--- config.mk ---
export PLATFORM = sky130hd
export DESIGN_NAME = single_unknown_linear_solver
export DESIGN_NICKNAME = d
export VERILOG_FILES = /design/src/rtl/sul_pkg.sv /design/src/rtl/sul_ctrl.sv /design/src/rtl/sul_dp.sv /design/src/rtl/single_unknown_linear_solver.sv
export SDC_FILE = /design/constraint.sdc
export NUM_CORES = 2
export LEC_CHECK = 0
export BUFFER_PORTS_ARGS = -buffer_cell sky130_fd_sc_hd__buf_2
export CORE_MARGIN = 2
export CORE_UTILIZATION = 25
export CTS_BUF_LIST = sky130_fd_sc_hd__clkbuf_8 sky130_fd_sc_hd__clkbuf_16
export CTS_CLUSTER_DIAMETER = 50
export DETAILED_ROUTE_END_ITERATION = 8
export GPL_ROUTABILITY_DRIVEN = 0
export PLACE_DENSITY = 0.44
export SLEW_MARGIN = 10
export SYNTH_ARGS = -nofsm -noshare
export SYNTH_HDL_FRONTEND = slang
export SYNTH_SLANG_ARGS = --single-unit
--- constraint.sdc ---
create_clock -name aclk -period 12.43 [get_ports aclk]
set_input_delay 0.6215 -clock aclk [delete_from_list [all_inputs] [get_ports aclk]]
set_output_delay 0.6215 -clock aclk [all_outputs]
set_load 0.1 [all_outputs]
--- src/rtl/sul_pkg.sv ---
package sul_pkg;

    localparam int DATA_W = 32;
    localparam int ACC_W  = 64;
    localparam int EPS_W  = 31;
    localparam int STAT_W = 3;

    typedef enum logic [STAT_W-1:0] {
        ST_SOLVED          = 3'd0,
        ST_CONSISTENT      = 3'd1,
        ST_UNDERDETERMINED = 3'd2,
        ST_CONTRADICTION   = 3'd3,
        ST_ZERO_DIVISOR    = 3'd4
    } status_code_t;

    typedef enum logic [3:0] {
        S_IDLE,
        S_DECODE,
        S_MLO,
        S_MHI,
        S_MFIN,
        S_POST,
        S_FINISH,
        S_DIV,
        S_OUTPUT
    } sul_state_t;

    typedef struct packed {
        logic         load;
        logic         mul_load;
        logic         mul_src_p;
        logic         mul_b_v2;
        logic         mul_lo;
        logic         mul_hi;
        logic         mul_fin;
        logic         acc;
        logic         set_seen;
        logic         set_failed;
        logic         scale_from_c;
        logic         scale_from_p;
        logic         div_start;
        logic         div_step;
        logic         out_load;
        logic         clear;
        status_code_t out_code;
    } sul_cmd_t;

    typedef struct packed {
        logic unk1;
        logic unk2;
        logic two;
        logic last;
        logic failed;
        logic seen;
        logic scale_zero;
        logic sum_small;
        logic div_done;
        logic out_free;
    } sul_stat_t;

endpackage

--- src/rtl/sul_ctrl.sv ---
module sul_ctrl
    import sul_pkg::*;
(
    input  logic      aclk,
    input  logic      aresetn,
    input  logic      s_valid,
    output logic      s_ready,
    output sul_cmd_t  cmd,
    input  sul_stat_t stat
);

    sul_state_t state_reg, state_next;
    logic       second_reg, second_next;
    sul_state_t after_term;

    always_ff @(posedge aclk) begin
        if (!aresetn) begin
            state_reg  <= S_IDLE;
            second_reg <= 1'b0;
        end else begin
            state_reg  <= state_next;
            second_reg <= second_next;
        end
    end

    assign after_term = stat.last ? S_FINISH : S_IDLE;

    always_comb begin
        cmd         = '0;
        cmd.out_code = ST_SOLVED;
        state_next  = state_reg;
        second_next = second_reg;
        s_ready     = 1'b0;
        case (state_reg)
            S_IDLE: begin
                s_ready = 1'b1;
                if (s_valid) begin
                    cmd.load   = 1'b1;
                    state_next = S_DECODE;
                end
            end
            S_DECODE: begin
                second_next = 1'b0;
                if (stat.failed) begin
                    state_next = after_term;
                end else if (stat.unk1 || stat.unk2) begin
                    if (stat.seen || (stat.unk1 && stat.unk2)) begin
                        cmd.set_failed = 1'b1;
                        state_next     = after_term;
                    end else begin
                        cmd.set_seen = 1'b1;
                        if (!stat.two) begin
                            cmd.scale_from_c = 1'b1;
                            state_next       = after_term;
                        end else begin
                            cmd.mul_load = 1'b1;
                            cmd.mul_b_v2 = stat.unk1;
                            state_next   = S_MLO;
                        end
                    end
                end else begin
                    cmd.mul_load = 1'b1;
                    state_next   = S_MLO;
                end
            end
            S_MLO: begin
                cmd.mul_lo = 1'b1;
                state_next = S_MHI;
            end
            S_MHI: begin
                cmd.mul_hi = 1'b1;
                state_next = S_MFIN;
            end
            S_MFIN: begin
                cmd.mul_fin = 1'b1;
                state_next  = S_POST;
            end
            S_POST: begin
                if (stat.unk1 || stat.unk2) begin
                    cmd.scale_from_p = 1'b1;
                    state_next       = after_term;
                end else if (stat.two && !second_reg) begin
                    cmd.mul_load  = 1'b1;
                    cmd.mul_src_p = 1'b1;
                    cmd.mul_b_v2  = 1'b1;
                    second_next   = 1'b1;
                    state_next    = S_MLO;
                end else begin
                    cmd.acc    = 1'b1;
                    state_next = after_term;
                end
            end
            S_FINISH: begin
                if (!stat.failed && stat.seen && !stat.scale_zero) begin
                    cmd.div_start = 1'b1;
                    state_next    = S_DIV;
                end else begin
                    state_next = S_OUTPUT;
                end
            end
            S_DIV: begin
                cmd.div_step = 1'b1;
                if (stat.div_done) begin
                    state_next = S_OUTPUT;
                end
            end
            S_OUTPUT: begin
                if (stat.failed) begin
                    cmd.out_code = ST_UNDERDETERMINED;
                end else if (!stat.seen) begin
                    cmd.out_code = stat.sum_small ? ST_CONSISTENT : ST_CONTRADICTION;
                end else if (stat.scale_zero) begin
                    cmd.out_code = ST_ZERO_DIVISOR;
                end else begin
                    cmd.out_code = ST_SOLVED;
                end
                if (stat.out_free) begin
                    cmd.out_load = 1'b1;
                    cmd.clear    = 1'b1;
                    state_next   = S_IDLE;
                end
            end
            default: begin
                state_next = S_IDLE;
            end
        endcase
    end

endmodule

--- src/rtl/sul_dp.sv ---
module sul_dp
    import sul_pkg::*;
#(
    parameter int FRAC_BITS = 16
) (
    input  logic                     aclk,
    input  logic                     aresetn,
    input  sul_cmd_t                 cmd,
    output sul_stat_t                stat,
    input  logic signed [DATA_W-1:0] s_coefficient,
    input  logic signed [DATA_W-1:0] s_first_value,
    input  logic                     s_first_known,
    input  logic                     s_has_second,
    input  logic signed [DATA_W-1:0] s_second_value,
    input  logic                     s_second_known,
    input  logic                     s_last_term,
    input  logic                     cfg_wr_en,
    input  logic [EPS_W-1:0]         cfg_wr_data,
    output logic                     m_valid,
    input  logic                     m_ready,
    output logic [STAT_W-1:0]        m_status,
    output logic signed [DATA_W-1:0] m_solved_value
);

    localparam int NUM_W = ACC_W - 1 + FRAC_BITS;
    localparam int CNT_W = $clog2(NUM_W);
    localparam int SH    = DATA_W - FRAC_BITS;
    localparam logic [ACC_W-1:0] SAT_MAG = {1'b0, {(ACC_W-1){1'b1}}};
    localparam logic [ACC_W-1:0] TOP_LIM = SAT_MAG >> SH;
    localparam logic signed [ACC_W:0] POS_LIM = $signed({2'b00, {(ACC_W-1){1'b1}}});
    localparam logic signed [ACC_W:0] NEG_LIM = -POS_LIM;

    function automatic logic [ACC_W-1:0] mag64(input logic [ACC_W-1:0] v);
        mag64 = v[ACC_W-1] ? (~v + ACC_W'(1)) : v;
    endfunction

    logic [DATA_W-1:0] coef_reg, v1_reg, v2_reg;
    logic              k1_reg, two_reg, k2_reg, last_reg;

    logic [ACC_W-1:0]  acc_reg, scale_reg, p_reg;
    logic              seen_reg, failed_reg;
    logic [EPS_W-1:0]  eps_reg;

    logic [ACC_W-1:0]  a_mag_reg;
    logic [DATA_W-1:0] b_mag_reg;
    logic              neg_reg;
    logic [ACC_W-1:0]  lo_reg, top_reg;

    logic [NUM_W-1:0]  num_reg;
    logic [ACC_W-2:0]  den_reg, rem_reg;
    logic [DATA_W:0]   quo_reg;
    logic              ovf_reg, dneg_reg;
    logic [CNT_W-1:0]  cnt_reg;

    logic                    m_valid_reg;
    status_code_t            m_status_reg;
    logic [DATA_W-1:0]       m_value_reg;

    logic [ACC_W-1:0]  coef_ext, a_sel, a_sel_mag;
    logic [DATA_W-1:0] b_sel, b_sel_mag, mul_x;
    logic [ACC_W-1:0]  prod;
    logic [ACC_W:0]    fin_sum;
    logic [ACC_W-1:0]  fin_mag, fin_val;
    logic signed [ACC_W:0] acc_sum;
    logic [ACC_W-1:0]  acc_next;
    logic [ACC_W-1:0]  sum_mag, scale_mag;
    logic [ACC_W-1:0]  rem_sh, rem_diff;
    logic              ge;
    logic [DATA_W:0]   lim;
    logic              over;
    logic [DATA_W-1:0] qmag, sol;

    assign coef_ext  = {{(ACC_W-DATA_W){coef_reg[DATA_W-1]}}, coef_reg};
    assign a_sel     = cmd.mul_src_p ? p_reg : coef_ext;
    assign a_sel_mag = mag64(a_sel);
    assign b_sel     = cmd.mul_b_v2 ? v2_reg : v1_reg;
    assign b_sel_mag = b_sel[DATA_W-1] ? (~b_sel + DATA_W'(1)) : b_sel;
    assign mul_x     = cmd.mul_hi ? a_mag_reg[ACC_W-1:DATA_W] : a_mag_reg[DATA_W-1:0];
    assign prod      = mul_x * b_mag_reg;

    assign fin_sum = {1'b0, top_reg << SH} + {1'b0, lo_reg};
    assign fin_mag = (top_reg > TOP_LIM || fin_sum > {1'b0, SAT_MAG}) ? SAT_MAG
                                                                       : fin_sum[ACC_W-1:0];
    assign fin_val = neg_reg ? (~fin_mag + ACC_W'(1)) : fin_mag;

    assign acc_sum = $signed({acc_reg[ACC_W-1], acc_reg}) + $signed({p_reg[ACC_W-1], p_reg});
    always_comb begin
        if (acc_sum > POS_LIM) begin
            acc_next = POS_LIM[ACC_W-1:0];
        end else if (acc_sum < NEG_LIM) begin
            acc_next = NEG_LIM[ACC_W-1:0];
        end else begin
            acc_next = acc_sum[ACC_W-1:0];
        end
    end

    assign sum_mag   = mag64(acc_reg);
    assign scale_mag = mag64(scale_reg);

    assign rem_sh   = {rem_reg, num_reg[NUM_W-1]};
    assign rem_diff = rem_sh - {1'b0, den_reg};
    assign ge       = rem_sh >= {1'b0, den_reg};

    assign lim  = dneg_reg ? {2'b01, {(DATA_W-1){1'b0}}} : {2'b00, {(DATA_W-1){1'b1}}};
    assign over = ovf_reg || (quo_reg > lim);
    assign qmag = over ? lim[DATA_W-1:0] : quo_reg[DATA_W-1:0];
    assign sol  = dneg_reg ? (~qmag + DATA_W'(1)) : qmag;

    always_ff @(posedge aclk) begin
        if (cmd.load) begin
            coef_reg <= s_coefficient;
            v1_reg   <= s_first_value;
            k1_reg   <= s_first_known;
            two_reg  <= s_has_second;
            v2_reg   <= s_second_value;
            k2_reg   <= s_second_known;
            last_reg <= s_last_term;
        end
        if (cmd.mul_load) begin
            a_mag_reg <= a_sel_mag;
            b_mag_reg <= b_sel_mag;
            neg_reg   <= a_sel[ACC_W-1] ^ b_sel[DATA_W-1];
        end
        if (cmd.mul_lo) begin
            lo_reg <= prod >> FRAC_BITS;
        end
        if (cmd.mul_hi) begin
            top_reg <= prod;
        end
        if (cmd.mul_fin) begin
            p_reg <= fin_val;
        end
        if (cmd.div_start) begin
            num_reg  <= NUM_W'(sum_mag[ACC_W-2:0]) << FRAC_BITS;
            den_reg  <= scale_mag[ACC_W-2:0];
            rem_reg  <= '0;
            quo_reg  <= '0;
            ovf_reg  <= 1'b0;
            cnt_reg  <= '0;
            dneg_reg <= (acc_reg[ACC_W-1] == scale_reg[ACC_W-1]);
        end else if (cmd.div_step) begin
            num_reg <= num_reg << 1;
            rem_reg <= ge ? rem_diff[ACC_W-2:0] : rem_sh[ACC_W-2:0];
            quo_reg <= {quo_reg[DATA_W-1:0], ge};
            ovf_reg <= ovf_reg | quo_reg[DATA_W];
            cnt_reg <= cnt_reg + CNT_W'(1);
        end
        if (cmd.out_load) begin
            m_status_reg <= cmd.out_code;
            m_value_reg  <= (cmd.out_code == ST_SOLVED) ? sol : '0;
        end
    end

    always_ff @(posedge aclk) begin
        if (!aresetn || cmd.clear) begin
            acc_reg    <= '0;
            scale_reg  <= '0;
            seen_reg   <= 1'b0;
            failed_reg <= 1'b0;
        end else begin
            if (cmd.acc) begin
                acc_reg <= acc_next;
            end
            if (cmd.set_seen) begin
                seen_reg <= 1'b1;
            end
            if (cmd.set_failed) begin
                failed_reg <= 1'b1;
            end
            if (cmd.scale_from_c) begin
                scale_reg <= coef_ext;
            end else if (cmd.scale_from_p) begin
                scale_reg <= p_reg;
            end
        end
    end

    always_ff @(posedge aclk) begin
        if (!aresetn) begin
            eps_reg     <= EPS_W'(1);
            m_valid_reg <= 1'b0;
        end else begin
            if (cfg_wr_en) begin
                eps_reg <= cfg_wr_data;
            end
            if (cmd.out_load) begin
                m_valid_reg <= 1'b1;
            end else if (m_ready) begin
                m_valid_reg <= 1'b0;
            end
        end
    end

    assign stat.unk1       = !k1_reg;
    assign stat.unk2       = two_reg && !k2_reg;
    assign stat.two        = two_reg;
    assign stat.last       = last_reg;
    assign stat.failed     = failed_reg;
    assign stat.seen       = seen_reg;
    assign stat.scale_zero = (scale_reg == '0);
    assign stat.sum_small  = sum_mag < {{(ACC_W-EPS_W){1'b0}}, eps_reg};
    assign stat.div_done   = (cnt_reg == CNT_W'(NUM_W-1));
    assign stat.out_free   = !m_valid_reg || m_ready;

    assign m_valid        = m_valid_reg;
    assign m_status       = m_status_reg;
    assign m_solved_value = m_value_reg;

endmodule

--- src/rtl/single_unknown_linear_solver.sv ---
// Single-unknown linear equation solver.
// Input channel s_*: one word per term of sum(c * x [* y]) = 0, with s_last_term
// on the final term. Result channel m_*: one word per equation, sent after the
// last term, carrying m_status and m_solved_value (zero unless status is solved).
// cfg_wr_en / cfg_wr_data write the 31-bit epsilon tolerance; write it only
// while no equation is in progress.
// Work per term, from accept to the next s_ready: no product for a term with
// an unknown and no co-factor, a term that fails the equation or a term after
// failure; one product for a one-factor term or a single product; two for a
// fully known two-factor term. Each product runs as two passes through one
// shared 32x32 multiplier plus a combine step.
// The last term adds a decide state, an output state and, when a solution is
// formed, a run of the restoring divider over the 63 + FRAC_BITS numerator
// bits (one quotient bit per cycle).
// The result sits in an output register; the next equation's terms are taken
// while it waits. If the receiver stalls, the following result waits in the
// controller's output state until the register frees.
// Reset clears the equation state, drops any pending result and sets epsilon to 1.
module single_unknown_linear_solver
    import sul_pkg::*;
#(
    parameter int FRAC_BITS = 16
) (
    input  logic                     aclk,
    input  logic                     aresetn,
    input  logic                     s_valid,
    output logic                     s_ready,
    input  logic signed [DATA_W-1:0] s_coefficient,
    input  logic signed [DATA_W-1:0] s_first_value,
    input  logic                     s_first_known,
    input  logic                     s_has_second,
    input  logic signed [DATA_W-1:0] s_second_value,
    input  logic                     s_second_known,
    input  logic                     s_last_term,
    input  logic                     cfg_wr_en,
    input  logic [EPS_W-1:0]         cfg_wr_data,
    output logic                     m_valid,
    input  logic                     m_ready,
    output logic [STAT_W-1:0]        m_status,
    output logic signed [DATA_W-1:0] m_solved_value
);

    sul_cmd_t  cmd;
    sul_stat_t stat;

    sul_ctrl u_ctrl (
        .aclk    (aclk),
        .aresetn (aresetn),
        .s_valid (s_valid),
        .s_ready (s_ready),
        .cmd     (cmd),
        .stat    (stat)
    );

    sul_dp #(
        .FRAC_BITS (FRAC_BITS)
    ) u_dp (
        .aclk           (aclk),
        .aresetn        (aresetn),
        .cmd            (cmd),
        .stat           (stat),
        .s_coefficient  (s_coefficient),
        .s_first_value  (s_first_value),
        .s_first_known  (s_first_known),
        .s_has_second   (s_has_second),
        .s_second_value (s_second_value),
        .s_second_known (s_second_known),
        .s_last_term    (s_last_term),
        .cfg_wr_en      (cfg_wr_en),
        .cfg_wr_data    (cfg_wr_data),
        .m_valid        (m_valid),
        .m_ready        (m_ready),
        .m_status       (m_status),
        .m_solved_value (m_solved_value)
    );

    a_busy_after_accept: assert property (@(posedge aclk) disable iff (!aresetn)
        s_valid && s_ready |=> !s_ready)
        else $error("input taken again right after accept");

    a_no_result_on_accept: assert property (@(posedge aclk) disable iff (!aresetn)
        s_valid && s_ready |=> !$rose(m_valid))
        else $error("result raised directly after an accept");

    a_value_zero_unless_solved: assert property (@(posedge aclk) disable iff (!aresetn)
        m_valid && (m_status != ST_SOLVED) |-> m_solved_value == '0)
        else $error("nonzero value on a non-solved result");

endmodule

# == Word level (Yosys, flattened, before mapping) ==
# Cells that the tools add are included.
# word_totals
regBits,806
in_bits,136
output_inout_bits,37
wordCells,176
# op_classes
add_sub_neg,10
n_mul,1
magnitude_cmp,7
eq_ne,15
n_mux,76
bitwise,8
n_reduce_logical,27
# ops
operator,count
64-bit two-way mux,8
64-bit by 1-bit adder with 64-bit output (second input constant),3
64-bit NOT,3
63-bit two-way mux,3
32-bit two-way mux,5
79-bit two-way mux,2
64-bit by 48-bit adder with 65-bit output,1
64-bit by 64-bit adder with 65-bit output,1
65-bit by 63-bit greater-than comparator with 1-bit output (second input constant),1
65-bit by 64-bit greater-than comparator with 1-bit output (second input constant),1
65-bit by 64-bit less-than comparator with 1-bit output (second input constant),1
32-bit by 1-bit adder with 32-bit output (second input constant),2
64-bit by 63-bit >= comparator with 1-bit output,1
64-bit by 47-bit greater-than comparator with 1-bit output (second input constant),1
64-bit logical NOT,1
64-bit by 31-bit less-than comparator with 1-bit output,1
32-bit by 32-bit multiplier with 64-bit output,1
32-bit NOT,2
63-bit by 1-bit adder with 63-bit output (second input constant),1
63-bit NOT,1
63-bit subtractor,1
4-bit two-way mux,10
4-bit case mux with 9 select lines,1
33-bit greater-than comparator,1
24 further kinds,91

# == Longest topological paths before layout ==
# depth
word_depth,12
ltp_mapped,36
depth_no_buf,33

# == Modules after synthesis ==
# From an unflattened synthesis, not the netlist that was laid out.
# hier_totals
hier_cells,8989
hier_area_um2,83206.1
# modules_own_cells
mod,instances,cells_per_inst,area_per_inst_um2,seq_area_each_um2
sul_dp,1,8905,82640.5,21390.5
sul_ctrl,1,84,565.5,100.1

# == Worst setup path before layout ==
# No wires, ideal clock.
# synth_path
kind,reg2reg
from,register u_ctrl.state_reg[0]
to,register u_dp.lo_reg[25] (data pin)
setup_time_ps,269
arrival_ps,10648
required_ps,12161
path_slack_ps,1513
stages_incl_launch_ff,34
n_path_buf,4
synth_period_minus_slack_ps,10917
path_cell_list,dfxtp_1 -> clkbuf_1 -> nand2b_1 -> nor2_1 -> clkbuf_1 -> mux2_2 -> clkbuf_1 -> nand2_1 -> fa_1 -> inv_1 -> fa_1 -> fa_1 -> inv_1 -> fa_1 -> inv_1 -> ha_1 -> ha_1 -> fa_1 -> inv_1 -> fa_1 -> inv_1 -> ha_1 -> and3_1 -> clkbuf_1 -> and4_1 -> a2111oi_0 -> o2111ai_1 -> a31o_2 -> a21oi_1 -> o21ai_0 -> a31oi_1 -> o21ai_0 -> a41oi_1 -> xnor2_1
# synth_via
elab_chain_cells,4
# synth_lines
element,line,text
"start, declared",sul_ctrl.sv:12,"sul_state_t state_reg, state_next;"
"start signal, assigned",sul_ctrl.sv:21,state_reg <= state_next;
4-bit by 2-bit equality test with 1-bit output,sul_ctrl.sv:34,case (state_reg)
1-bit two-way mux,sul_ctrl.sv:34,
32-bit two-way mux,sul_dp.sv:78,assign mul_x = cmd.mul_hi ? a_mag_reg[ACC_W-1:DATA_W] : a_mag_reg[DATA_W-1:0];
32-bit by 32-bit multiplier with 64-bit output,sul_dp.sv:79,assign prod = mul_x * b_mag_reg;
named net u_dp.prod[41],sul_dp.sv:61,logic [ACC_W-1:0] prod;
"end signal, assigned",sul_dp.sv:125,lo_reg <= prod >> FRAC_BITS;
"end, declared",sul_dp.sv:47,"logic [ACC_W-1:0] lo_reg, top_reg;"
# The timed path passes the listed nets, and every way through them passes these cells.
# A chain may end at the register's enable or synchronous reset.

# == Final worst setup path ==
# layout_path
from,register u_ctrl.state_reg[0]
to,register u_dp.top_reg[41] (data pin)
# layout_via
elab_chain_cells,4
# layout_lines
element,line,text
4-bit by 2-bit equality test with 1-bit output,sul_ctrl.sv:34,
1-bit two-way mux,sul_ctrl.sv:34,
32-bit two-way mux,sul_dp.sv:78,
32-bit by 32-bit multiplier with 64-bit output,sul_dp.sv:79,
named net u_dp.prod[41],sul_dp.sv:61,
"end signal, assigned",sul_dp.sv:128,top_reg <= prod;
"end, declared",sul_dp.sv:47,
# The timed path passes the listed nets, and every way through them passes these cells.

==> flow_summary.json <==
{
  "cts_tree": "done",
  "critPathMaxFanout": 32,
  "yosysMostFrequentCell": "inv_1",
  "die_area_sq_mm": 0.337,
  "slowest_stage": "mux2_2",
  "die_h_um": 580,
  "htree_levels": 3,
  "cts_root_buf": "clkbuf_16",
  "core_sq_mm": 0.330,
  "dp_hpwl_mm": 219,
  "yosysSeqAreaShare_pct": 25.9,
  "grt_remaining_overflow": 0,
  "vias": 66000,
  "max_freq_mhz": 91.0,
  "ys.flop_type": "edfxtp_1",
  "via_per_inst": 4.90,
  "finalHoldViolations": 0,
  "syn_inst": 9101,
  "yosysWarnings": 0,
  "synth-edff-count": 535,
  "drt_iter0_drc": 5210,
  "ant_nets": 0,
  "cpMostUsedCell": "fa_1",
  "finalCriticalPeriod_ps": 10990,
  "setup-violations-final": 0,
  "synth-async-reset-ratio_pct": 0,
  "worstPathArrival_ps": 11430,
  "worst_pin_slew_ps": 1240,
  "use_met2_pct": 27.8,
  "clock_path_buffers": 3,
  "ys_top_cells_by_area": "fa_1, edfxtp_1, ha_1",
  "min_path_type": "in -> reg",
  "setup_tns_ps": 0,
  "worstSkewPairLatency_ps": 770,
  "cp-end-kind": "flip-flop",
  "syn_nets": 10600,
  "grt_use_met3_pct": 2.20,
  "cts.clk_slew.worst_paths_ps": 60,
  "ys_ff_latch": 806,
  "numPortBuffers": 172,
  "row_count": 211,
  "grt_pass1_vias": 67800,
  "critPathTopFamily": "adder cells",
  "grt_use_met1_pct": 22.7,
  "grt_setup_unrepaired": "no",
  "drc": 0,
  "cap_violations": 0,
  "ys_top_cells_by_count": "inv_1, nand2_1, fa_1",
  "grt_max_degree": 95,
  "cts_buffers": 109,
  "drv_slew": 0,
  "synth_top_area_share_pct": 21.7,
  "relSlewSlack_pct": 17.4,
  "nets": 10500,
  "grt_usage_pct": 16.8,
  "place_area_sq_mm": 0.0883,
  "crit_buf_inv": 5,
  "critPathKind": "reg -> reg",
  "area.growth.synth_to_final_pct": 11.4,
  "syn_area_per_cell_sq_um": 9.12,
  "grt_pass1_wl_mm": 435,
  "max_stage_delay_ps": 980,
  "drive_above_1_share_pct": 6.47,
  "grt_antenna_before_repair": 15,
  "cp-start-kind": "flip-flop",
  "cts_num_sinks": 806,
  "cp.required_ps": 12870,
  "stdcell_area_sq_mm": 0.0924,
  "period_share_pct": 88.4,
  "skew_ps": 64.6,
  "die_w_um": 580,
  "cts_resized": 0,
  "first_pass_iters": 6,
  "status": "finished clean",
  "synth_area_leader_cell": "fa_1",
  "wl_per_cell_um": 21.2,
  "netlist_area_sq_mm": 0.0830,
  "drt_wl_total_mm": 285,
  "start_util_pct": 25.1,
  "fillCellCount": 35000,
  "grt-busiest-layer": "met2",
  "synth.distinct_cells": 94,
  "num_io_pins": 173
}
[metal layers]
| metal | vias up | wire (um) |
|---|---|---|
| met3 | 376 | 15400 |
| met5 | - | 40 |
| met4 | 6 | 9010 |
| met2 | 1942 | 133000 |
| li1 | 30400 | - |
| met1 | 33200 | 128000 |
[layout by cell type, fill, tap and decap left out, drive strengths merged, types with 88 or more instances in the layout]
| cell type | instances |
|---|---|
| inv | 1152 |
| fa | 899 |
| and2 | 642 |
| nand3 | 148 |
| clkbuf | 117 |
| ha | 492 |
| nor3 | 144 |
| nand2 | 1039 |
| a21o | 161 |
| nand4 | 88 |
| buf | 277 |
| a31oi | 90 |
| a21oi | 486 |
| dfxtp | 271 |
| nor2 | 375 |
| mux2i | 133 |
| xnor2 | 259 |
| edfxtp | 535 |
| o21ai | 523 |
| xor2 | 195 |
[path summary, 6_finish.rpt]
check	from	end	slack, ps	depth (start not counted)
setup / recovery	u_ctrl.state_reg[0]	u_dp.top_reg[41]	1440	29
hold / removal	s_coefficient[7]	u_dp.coef_reg[7]	60	1
setup reg to reg	u_ctrl.state_reg[0]	u_dp.top_reg[41]	1440	29
hold reg to reg	u_dp.scale_reg[0]	u_dp.den_reg[0]	440	0
[final cells by class]
type	count	area (sq um)	area share (%)
Antenna cell	3	7.51	0.00812
Clock buffer	117	2870	3.11
Clock inverter	90	987	1.07
Inverter	1113	4180	4.52
Multi-Input combinational cell	6682	55600	60.1
Sequential cell	806	21500	23.3
Tap cell	4366	5460	5.91
Timing Repair Buffer	299	1870	2.02
[per-stage QoR]
stage               hold WS (ps)  setup slack [ps]  instances  util [%]
detailed placement           430              1640      13200      26.8
finish                      61.1              1440      13500      28.0
floorplan                    408              1510       9101         -
global placement             425              1750      13200      26.8
global route                20.0               939      13500      28.0
CTS                        0.179              1590      13500      28.0
[worst reg2reg max path, delay by kind of cell (launching register included)]
kind,cells,cell delay [ps]
compound gates,8,2620
xor+xnor,1,120
fa+ha+maj,9,4270
buf+inv,5,270
flops,1,570
mux,1,1020
simple gates,5,1810
[what timing repair did]
item	CTS	global route
hold endpoints to repair	22	0
setup buffers	0	0
hold buffers	22	0
[kinds of logic after synthesis]
group / share of synthesized area, %
AOI/OAI and AO/OA: 12.9
xor gates and xnor gates: 4.79
adders and majority gates: 29.4
buffers and inverters: 7.32
DFF: 25.9
muxes: 2.08
and+or+nand+nor: 17.6
Power is not shown: default switching activity piles up to over one toggle a cycle in this logic, so the estimate is an artifact.
